**config.mk**
```make
export PLATFORM = sky130hd
export DESIGN_NAME = cau_div_cell
export DESIGN_NICKNAME = d
export VERILOG_FILES = /design/src/design/complex_arithmetic_unit_assert.svh /design/src/design/cau_pkg.sv /design/src/design/cau_div_cell.sv
export SDC_FILE = /design/constraint.sdc
export NUM_CORES = 1
export LEC_CHECK = 0
export BUFFER_PORTS_ARGS = -buffer_cell sky130_fd_sc_hd__buf_2
export CORE_AREA = 2 2 163 165
export CTS_BUF_LIST = sky130_fd_sc_hd__clkbuf_8
export DETAILED_ROUTE_END_ITERATION = 8
export DIE_AREA = 0 0 165 167
export HOLD_SLACK_MARGIN = 0.15
export PLACE_DENSITY_LB_ADDON = 0.12
export SYNTH_ARGS = -nofsm -noshare
export SYNTH_HDL_FRONTEND = slang
export SYNTH_SLANG_ARGS = --single-unit
```
**constraint.sdc**
```tcl
create_clock -name aclk -period 3 [get_ports aclk]
set_input_delay 0.15 -clock aclk [delete_from_list [all_inputs] [get_ports aclk]]
set_output_delay 0.15 -clock aclk [all_outputs]
set_load 0.05 [all_outputs]
```
**src/design/complex_arithmetic_unit_assert.svh**
```systemverilog
// ----------------------------------------------------------------------------
// Complex arithmetic unit assertion macros
// Concurrent assertion wrappers, compiled out when ASSERT_OFF is defined.
// ----------------------------------------------------------------------------
`ifndef COMPLEX_ARITHMETIC_UNIT_ASSERT_SVH
`define COMPLEX_ARITHMETIC_UNIT_ASSERT_SVH
`ifndef ASSERT_OFF
// check on every clock edge outside reset
`define CAU_ASSERT(lbl, prop, msg) \
    lbl: assert property (@(posedge aclk) disable iff (!aresetn) prop) else $error(msg);
// check on every clock edge, reset included
`define CAU_ASSERT_ALWAYS(lbl, prop, msg) \
    lbl: assert property (@(posedge aclk) prop) else $error(msg);
`else
`define CAU_ASSERT(lbl, prop, msg)
`define CAU_ASSERT_ALWAYS(lbl, prop, msg)
`endif
`endif

```
**src/design/cau_pkg.sv**
```systemverilog
// ----------------------------------------------------------------------------
// Complex arithmetic unit package
// Opcodes, sideband type and saturation helper shared by all modules.
// ----------------------------------------------------------------------------
`default_nettype none
package cau_pkg;

    localparam int FRAC_BITS_DEF = 16;

    typedef enum logic [2:0] {
        CMD_ADD   = 3'd0,
        CMD_SUB   = 3'd1,
        CMD_MUL   = 3'd2,
        CMD_DIV   = 3'd3,
        CMD_SCALE = 3'd4,
        CMD_INC   = 3'd5,
        CMD_DEC   = 3'd6
    } cmd_t;

    typedef struct packed {
        logic [31:0] val;
        logic        ov;
    } sat_t;

    // Control and finished results that ride beside the divider cells
    typedef struct packed {
        logic        vld;
        logic        is_div;
        logic        dz;
        logic        ov;
        logic        neg_r;
        logic        neg_i;
        logic        eov_r;
        logic        eov_i;
        logic [31:0] res_r;
        logic [31:0] res_i;
    } side_t;

    localparam logic signed [65:0] MAX66 = 66'sd2147483647;
    localparam logic signed [65:0] MIN66 = -66'sd2147483648;

    function automatic sat_t sat32(input logic signed [65:0] v);
        sat_t r;
        if (v > MAX66) begin
            r.val = 32'h7FFF_FFFF;
            r.ov  = 1'b1;
        end else if (v < MIN66) begin
            r.val = 32'h8000_0000;
            r.ov  = 1'b1;
        end else begin
            r.val = v[31:0];
            r.ov  = 1'b0;
        end
        return r;
    endfunction

endpackage
`default_nettype wire

```
**src/design/cau_div_cell.sv**
```systemverilog
// ----------------------------------------------------------------------------
// Complex arithmetic unit divider cell
// One restoring division step: shift in a numerator bit, compare, subtract.
// ----------------------------------------------------------------------------
`default_nettype none
module cau_div_cell import cau_pkg::*; #(
    parameter int QW = 32 + FRAC_BITS_DEF
) (
    input  wire logic          aclk,
    input  wire logic          en,
    input  wire logic [63:0]   d_in,
    input  wire logic [63:0]   rem_in,
    input  wire logic [31:0]   pend_in,
    input  wire logic [QW-1:0] q_in,
    output logic [63:0]        d_out,
    output logic [63:0]        rem_out,
    output logic [31:0]        pend_out,
    output logic [QW-1:0]      q_out
);

    logic [64:0]   t, diff;
    logic          ge;
    logic [63:0]   d_reg, rem_reg, rem_next;
    logic [31:0]   pend_reg;
    logic [QW-1:0] q_reg;

    assign t        = {rem_in, pend_in[31]};
    assign diff     = t - {1'b0, d_in};
    assign ge       = (t >= {1'b0, d_in});
    assign rem_next = ge ? diff[63:0] : t[63:0];

    always_ff @(posedge aclk) begin
        if (en) begin
            d_reg    <= d_in;
            rem_reg  <= rem_next;
            pend_reg <= {pend_in[30:0], 1'b0};
            q_reg    <= {q_in[QW-2:0], ge};
        end
    end

    assign d_out    = d_reg;
    assign rem_out  = rem_reg;
    assign pend_out = pend_reg;
    assign q_out    = q_reg;

endmodule
`default_nettype wire

```
Yosys cells after proc, flatten, opt, wreduce, memory -nomap -nowiden
Index checks and enable logic that the tools add are counted.
{"block": "totals", "ramBits": 0, "rom_bits": 0, "in_bits": 210, "mem_count": 0, "output_inout_bits": 208, "latchBits": 0, "ff_bits": 207}
{"block": "op_classes", "n_eq_ne": 0, "order_cmp": 1, "n_reduce_logical": 0, "mux": 1, "bitwise_logic": 0, "n_addsub": 1, "shift": 0, "div": 0, "mul": 0}
{"cell": "$ge 65x64->1", "n": 1}
{"cell": "$mux 64", "n": 1}
{"cell": "$sub 64x64->64", "n": 1}

Longest topological paths before layout
Gate-level depths: netlist (run 1).
{"block": "depth", "depth_word": 2, "ltp_mapped": 14, "ltp_nobuf": 13}

Worst setup path before layout (run 1)
No wires, ideal clock.
{"block": "synth_timing", "kind": "input-to-reg", "from": "input pend_in[31]", "to": "register rem_reg[52] (netlist: rem_out[52]), data pin", "path_stages": 13, "setup_ns": 0.260, "t_arrival_ns": 2.720, "setup_slack_ns": 0.020, "path_buffers": 0, "t_required_ns": 2.740, "cell_sequence": "inv_1 -> ha_1 -> fa_1 -> nand2b_1 -> a21oi_1 -> nor2_2 -> o311ai_1 -> a311o_1 -> a31o_4 -> a21o_4 -> a31oi_4 -> xnor2_1 -> mux2_4"}
{"block": "synth_via", "elab_chain_len": 2}
{"element": "start, declared", "line_no": "cau_div_cell.sv:13", "source": "input wire logic [31:0] pend_in,"}
{"element": "$sub 64x64->64 / $ge 65x64->1 (equally long branches)", "line_no": "cau_div_cell.sv:28, cau_div_cell.sv:29"}
{"element": "$mux 64 (*)", "line_no": "cau_div_cell.sv:30", "source": "assign rem_next = ge ? diff[63:0] : t[63:0];"}
{"element": "named net rem_next[52]", "line_no": "cau_div_cell.sv:23", "source": "logic [63:0] d_reg, rem_reg, rem_next;"}
{"element": "end signal, assigned", "line_no": "cau_div_cell.sv:35", "source": "rem_reg <= rem_next;"}
{"element": "end, declared", "line_no": "cau_div_cell.sv:23"}
The timed path passes the listed nets; every way through them passes the cells marked *.
A chain may end at the register's enable or synchronous reset.

Worst setup path after layout (run 1)
{"block": "layout_timing", "from": "input rem_in[40]", "to": "register rem_reg[42] (netlist: rem_out[42]), data pin"}
{"block": "layout_via", "elab_chain_len": 2}
{"element": "start, declared", "line_no": "cau_div_cell.sv:12", "source": "input wire logic [63:0] rem_in,"}
{"element": "$sub 64x64->64 / $ge 65x64->1 (equally long branches)", "line_no": "cau_div_cell.sv:28, cau_div_cell.sv:29"}
{"element": "$mux 64 (*)", "line_no": "cau_div_cell.sv:30"}
{"element": "named net rem_next[42]", "line_no": "cau_div_cell.sv:23"}
Marks and branches as above.

==> reports/results.tsv, run 1 <==
metric	value	unit
Most common cell on crit path	buf_12	
main combinational cell family by area after synthesis	compound AO/OA/AOI/OAI gates	
Placer Congestion	0.890	
Die Area	0.0276	sq mm
power per cell area	545	mW/mm^2
min-delay src	rem_in[31]	
crit path cell chain	dlygate4sd3_1 -> buf_2 -> ha_1 -> nand4_1 -> nor3_1 -> nand2_1 -> a21oi_2 -> o21ai_4 -> a21oi_4 -> buf_12 -> buf_12 -> mux2_2	
Clock Tree Buf Depth	3	
Synthesized Nets	1253	
final period utilization	97.6	%
register area share after synthesis	56.0	%
cell row count	59	
final worst path period need	2.93	ns
Worst path slowest cell	dlygate4sd3_1	
vias	10543	
initial antenna violation count	8	
TritonCTS clock tree	built	
Synth Warn #	0	
maximum fanout along the worst path	15	
worst slew pin tran	0.752	ns
Int Pwr	6.02	mW
Final Hold Viols	0	
Worst Hold Class	input pin to flip-flop	
Clock power frac	26.2	%
Synth Area in XOR/XNOR	4.82	%
Area Overhead vs Synth	56.8	%
fraction of layout cells with a size suffix above 1	37.1	%
GRT Util Overall	26.2	%
final setup violation count	0	
Primary FF master, synth	edfxtp_1	
worst slack at placement	-0.371	ns
core area	0.0258	sq mm
vias in the first global route	10920	
Top Ports	418	
max_cap viols	0	
DP Wirelength	26600	microns
Comb pwr share	35.3	%
final worst slack	0.0711	ns
clock buffer count from CTS	37	
initial DRC count	682	
I/O Buffers	415	
remaining antenna violation count	0	
Cells after Synth	978	
crit start category	input pin	
Reg power frac	38.5	%
first-pass GRT wire length	56500	microns
mux contribution to synthesized area	2.06	%
largest net degree at the start of global routing	91	
crit-path max cell delay	0.54	ns
CP required	3.29	ns
Post-Route WL	37300	microns
f_max	341	MHz
Lkg Pwr	7.89	nW
H-tree Lvls	2	
post-synthesis cell area	0.0111	sq mm
EDFF count, synth	207	
worst path arrival time	3.22	ns
Mean Syn Cell Area	11.3	sq um
drc violations	0	
Worst setup startpoint	rem_in[40]	
outcome	complete, no violations	
CTS Sinks	207	
Via density	5.01	
delay-heaviest family, CP	buffers and inverters	
P_sw	3.47	mW
nets@finish	2010	
average wire per standard cell	17.7	microns
Peak supply drop	399	uV
fin. max-slew vios	0	
crit end category	flip-flop	
Buf/Inv on CP	4	
Die Wd	165	microns
synthesized flop and latch total	207	
drt first pass iters	5	
Tot Pwr	9.49	mW
sw frac	36.5	%
post-synthesis simple-gate area fraction	9.66	%
Clock transition at path regs	0.06	ns
Die Ht	167	microns
Post-Synth Adder-Cell Area	7.40	%
CTS root buffer	clkbuf_8	
Congestion Overflow GR	0	
FFs w/ async S/R, synth	0	%
post-synthesis compound-gate area fraction	15.3	%
max_slew headroom	49.8	%
initial core utilization	43.1	%
Setup CP Type	input pin to flip-flop	
Synth cell types	65	
[cell type report]
class / count / area, sq um
antenna: 8 / 20.0
clock buffer: 38 / 523
clock inverter: 27 / 144
fill: 2006 / 8360
inverter: 81 / 304
multi-input combinational: 645 / 4460
sequential: 207 / 6220
tap: 335 / 419
timing repair buffer: 763 / 5310
[cell usage after synthesis (all sizes together) (2+ instances only)]
library cell  number  area (sq um)
o311ai             4          42.6
or3                6          37.5
nor2b              7          43.8
nand4             27           169
o211ai             4          30.0
o31ai              4          30.0
edfxtp           207          6220
nand2b             6          37.5
nor4               8          50.1
o21bai            12           101
o221ai             5          43.8
o21a               3          22.5
xnor2             36           315
o2111ai            2          17.5
and3               5          31.3
a22oi              2          15.0
a211oi             5          42.5
buf               21           129
clkbuf            24          91.3
ha                64           801
a21boi             2          15.0
and2               2          12.5
a221o              2          20.0
or2                3          18.8
o21ai             41           205
a31oi              5          46.3
a21o              34           263
a221oi             3          26.3
a31o               2          26.3
nand2             56           210
nand3             15          75.1
xor2              25           219
nor3               9          45.0
o22ai              3          18.8
nor2              84           318
a21oi            127           662
o21ba              2          20.0
inv               81           304
mux2              20           229
[stage by stage]
stage / area [sq um] / hold WS, ns / cells / util [%] / TNS (ns)
after CTS: 17200 / -0.210 / 2089 / 66.7 / 0
final: 17400 / 0.266 / 2104 / 67.5 / 0
after detailed placement: 14400 / 0.328 / 1818 / 56.1 / -18.38
after global routing: 17400 / 0.300 / 2103 / 67.5 / -0.110
after floorplan: 11100 / 0.249 / 978 / - / 0
after global placement: 14400 / 0.326 / 1818 / 56.1 / -18.37
[kinds of logic (layout without fill, tap and decap cells)]
group / Yosys count / after routing
flip-flops: 207 / 207
AND/OR/NAND/NOR: 231 / 231
adder cells (fa/ha/maj): 65 / 65
AO/OA/AOI/OAI: 267 / 267
multiplexers: 20 / 20
other: 1 / 9
buffers and inverters: 126 / 909
XOR/XNOR: 61 / 61
[metal layers]
| metal | track usage, % | wire length [microns] | vias to the layer above |
|---|---|---|---|
| li1 | - | - | 5125 |
| met1 | 30.2 | 14500 | 4942 |
| met2 | 46.4 | 18700 | 393 |
| met3 | 5.21 | 2490 | 83 |
| met4 | 12.4 | 1540 | 0 |
| met5 | 0 | 0 | - |
[sequential cells by signal (all words and copies together) (netlist names)]
| signal | count |
|---|---|
| d_out | 64 |
| pend_out | 31 |
| q_out | 48 |
| rem_out | 64 |
[path summary, 6_finish.rpt]
check / end / slack, ns / cells past startpoint
worst max-delay path: rem_out[42] / 0.07 / 12
worst min-delay path: rem_out[32] / 0.27 / 4
[power groups by stage]
| stage | sequential (mW) | clock [mW] | combinational [mW] |
|---|---|---|---|
| 2_1_floorplan | 4.80 | 0 | 0.955 |
| 3_3_place_gp | 3.70 | 0 | 3.04 |
| 3_5_place_dp | 3.70 | 0 | 3.06 |
| 4_1_cts | 3.65 | 2.53 | 3.29 |
| 5_1_grt | 3.68 | 2.66 | 3.57 |
| 6_report | 3.65 | 2.49 | 3.35 |
[repair_timing]
item / CTS / global route
hold buffers: 206 / 3
setup buffers: 0 / 3
endpoints found under the hold margin: 207 / 2
gates resized for setup: 0 / 24
endpoints found under the setup margin: 0 / 62
[cells in the final DEF (no fill, tap or decap), drive strengths merged, types with 6 or more instances in the layout]
cell type	instances
clkbuf	39
a21o	34
nor2b	7
nor4	8
o21bai	12
xor2	25
ha	64
mux2	20
buf	553
inv	96
diode	8
nor3	9
clkinv	11
or3	6
edfxtp	207
nor2	84
a21oi	127
o21ai	41
xnor2	36
dlygate4sd3	209
nand4	27
nand2b	6
nand3	15
nand2	56
Note: power is estimated with default switching activity, not from simulation.
==> run 2, diff against run 1 <==
==> constraint.sdc (replaced) <==
create_clock -name aclk -period 3 [get_ports aclk]
set_input_delay 0.45 -clock aclk [delete_from_list [all_inputs] [get_ports aclk]]
set_output_delay 0.45 -clock aclk [all_outputs]
set_load 0.05 [all_outputs]
==> run 2 against run 1 <==
  * Sequential power about the same
  * Die area did not move
  * Largest power group unchanged
  * Largest cell class unchanged
  * Worst hold slack worse by 0.074 ns
==> reports/results.tsv, run 2 (synthesis results as in run 1) <==
metric	value	unit	change
Final Hold Viols	0		unchanged
drc violations	0		unchanged
met1 Use GR	30.1	%	was 30.2%
first-pass GRT wire length	55800	microns	was 56500 microns
outcome	complete, no violations		unchanged
Clock Tree Buf Depth	3		unchanged
maximum fanout along the worst path	7		was 15
TritonCTS clock tree	built		unchanged
Congestion Overflow GR	0		unchanged
final setup violation count	0		unchanged
GR Layer Usage met3	6.65	%	was 5.21%
remaining antenna violation count	0		unchanged
I/O Buffers	415		unchanged
worst slack at placement	-0.545	ns	was -0.371 ns
CP required	3.29	ns	about the same
GRT Util Overall	26.0	%	was 26.2%
Area Overhead vs Synth	56.3	%	was 56.8%
worst path arrival time	3.24	ns	was 3.22 ns
CTS root buffer	clkbuf_8		unchanged
H-tree Lvls	2		unchanged
crit start category	input pin		unchanged
nets@finish	1999		was 2010
f_max	340	MHz	was 341 MHz
Die Area	0.0276	sq mm	unchanged
Post-Route WL	38000	microns	was 37300 microns
vias in the first global route	10608		was 10920
DP Wirelength	27700	microns	was 26600 microns
largest net degree at the start of global routing	68		was 91
most frequent cells in the layout	buf_2, edfxtp_1, buf_4		was buf_2, dlygate4sd3_1, edfxtp_1
drt first pass iters	5		unchanged
Via density	5.02		was 5.01
fraction of layout cells with a size suffix above 1	42.0	%	was 37.1%
setup_tns	0	ns	unchanged
average wire per standard cell	18.2	microns	was 17.7 microns
power per cell area	551	mW/mm^2	was 545 mW/mm^2
Peak supply drop	441	uV	was 399 uV
max_slew headroom	62.5	%	was 49.8%
commonest non-fill, non-tap cell in the layout	buf_2		unchanged
crit end category	flip-flop		unchanged
Layout Cells excl Fill	2090		was 2104
Worst Hold Class	input pin to flip-flop		unchanged
core area	0.0258	sq mm	unchanged
met2 Usage GRT	45.5	%	was 46.4%
final worst path period need	2.94	ns	was 2.93 ns
initial core utilization	43.1	%	unchanged
cell row count	59		unchanged
max_cap viols	0		unchanged
Lkg Pwr	7.95	nW	was 7.89 nW
final period utilization	98.2	%	was 97.6%
Die Wd	165	microns	unchanged
Top Usage Layer GRT	met2		unchanged
DP Cell Count	1877		was 1818
initial DRC count	628		was 682
Die Ht	167	microns	unchanged
fin. max-slew vios	0		unchanged
worst slew pin tran	0.554	ns	was 0.752 ns
final worst slack	0.0553	ns	was 0.0711 ns
Top Ports	418		unchanged
Setup CP Type	input pin to flip-flop		unchanged
vias	10489		was 10543
initial antenna violation count	7		was 8
Placer Congestion	0.907		was 0.890
CTS Sinks	207		unchanged
Clock transition at path regs	0.06	ns	about the same
clock buffer count from CTS	37		unchanged
Tot Pwr	9.55	mW	was 9.49 mW
run 2: cell count changes in the layout (fill, tap and decap cells not counted), sizes merged:
| cell | delta |
|---|---|
| diode | -3 |
| clkinv | +3 |
| clkinvlp | +2 |
| inv | -4 |
| buf | +59 |
| dlygate4sd3 | -76 |
| clkbuf | +1 |
| dlymetal6s4s | +4 |
run 2: stage by stage:
stage	cell area (sq um)	hold WS [ns]	utilization, %
after floorplan	11200	0.549	-
after global placement	15000	0.626	58.1
after detailed placement	15000	0.628	58.1
after CTS	17000	0.163	66.0
after global routing	17300	0.178	67.3
final	17300	0.192	67.3
run 2: worst paths after layout:
path | start | to | cells past startpoint
setup / recovery | d_in[48] | rem_out[9] | 13
hold / removal | d_in[7] | d_out[7] | 2
run 2: power by group:
part	leakage (nW)	internal [mW]	switching, mW
Combinational	5.55	1.23	2.21
Sequential	2.03	3.57	0.0767
Clock	0.373	1.25	1.21
Total	7.95	6.05	3.51
run 2: routing by layer:
metal / vias to the layer above / wire (microns) / share of wire [%]
li1: 5105 / - / -
met1: 4907 / 14800 / 39
met2: 401 / 19100 / 50
met3: 74 / 2810 / 7.4
met4: 2 / 1260 / 3.3
met5: - / 13 / 0.034
run 2: worst max-delay path: stages:
cell,delay (ns)
dlygate4sd3_1,0.53
buf_2,0.12
inv_1,0.04
ha_2,0.41
nand2_1,0.11
nor3_1,0.21
buf_4,0.15
nand2_1,0.07
a21oi_4,0.15
o21ai_2,0.10
a21oi_4,0.31
clkbuf_16,0.24
mux2_2,0.33
run 2: repair_timing:
item / in CTS / in global routing
setup buffers: 0 / 9
gates resized for setup: 0 / 41
hold buffers: 137 / 0
endpoints found under the hold margin: 137 / 0
endpoints found under the setup margin: 0 / 52
run 2: cell type report:
type                            instances  area (sq um)
Antenna cell                            5          12.5
Clock buffer                           37           509
Clock inverter                         28           156
Fill cell                            2051          8420
Inverter                               81           304
Multi-Input combinational cell        645          4610
Sequential cell                       207          6220
Tap cell                              335           419
Timing Repair Buffer                  752          5120
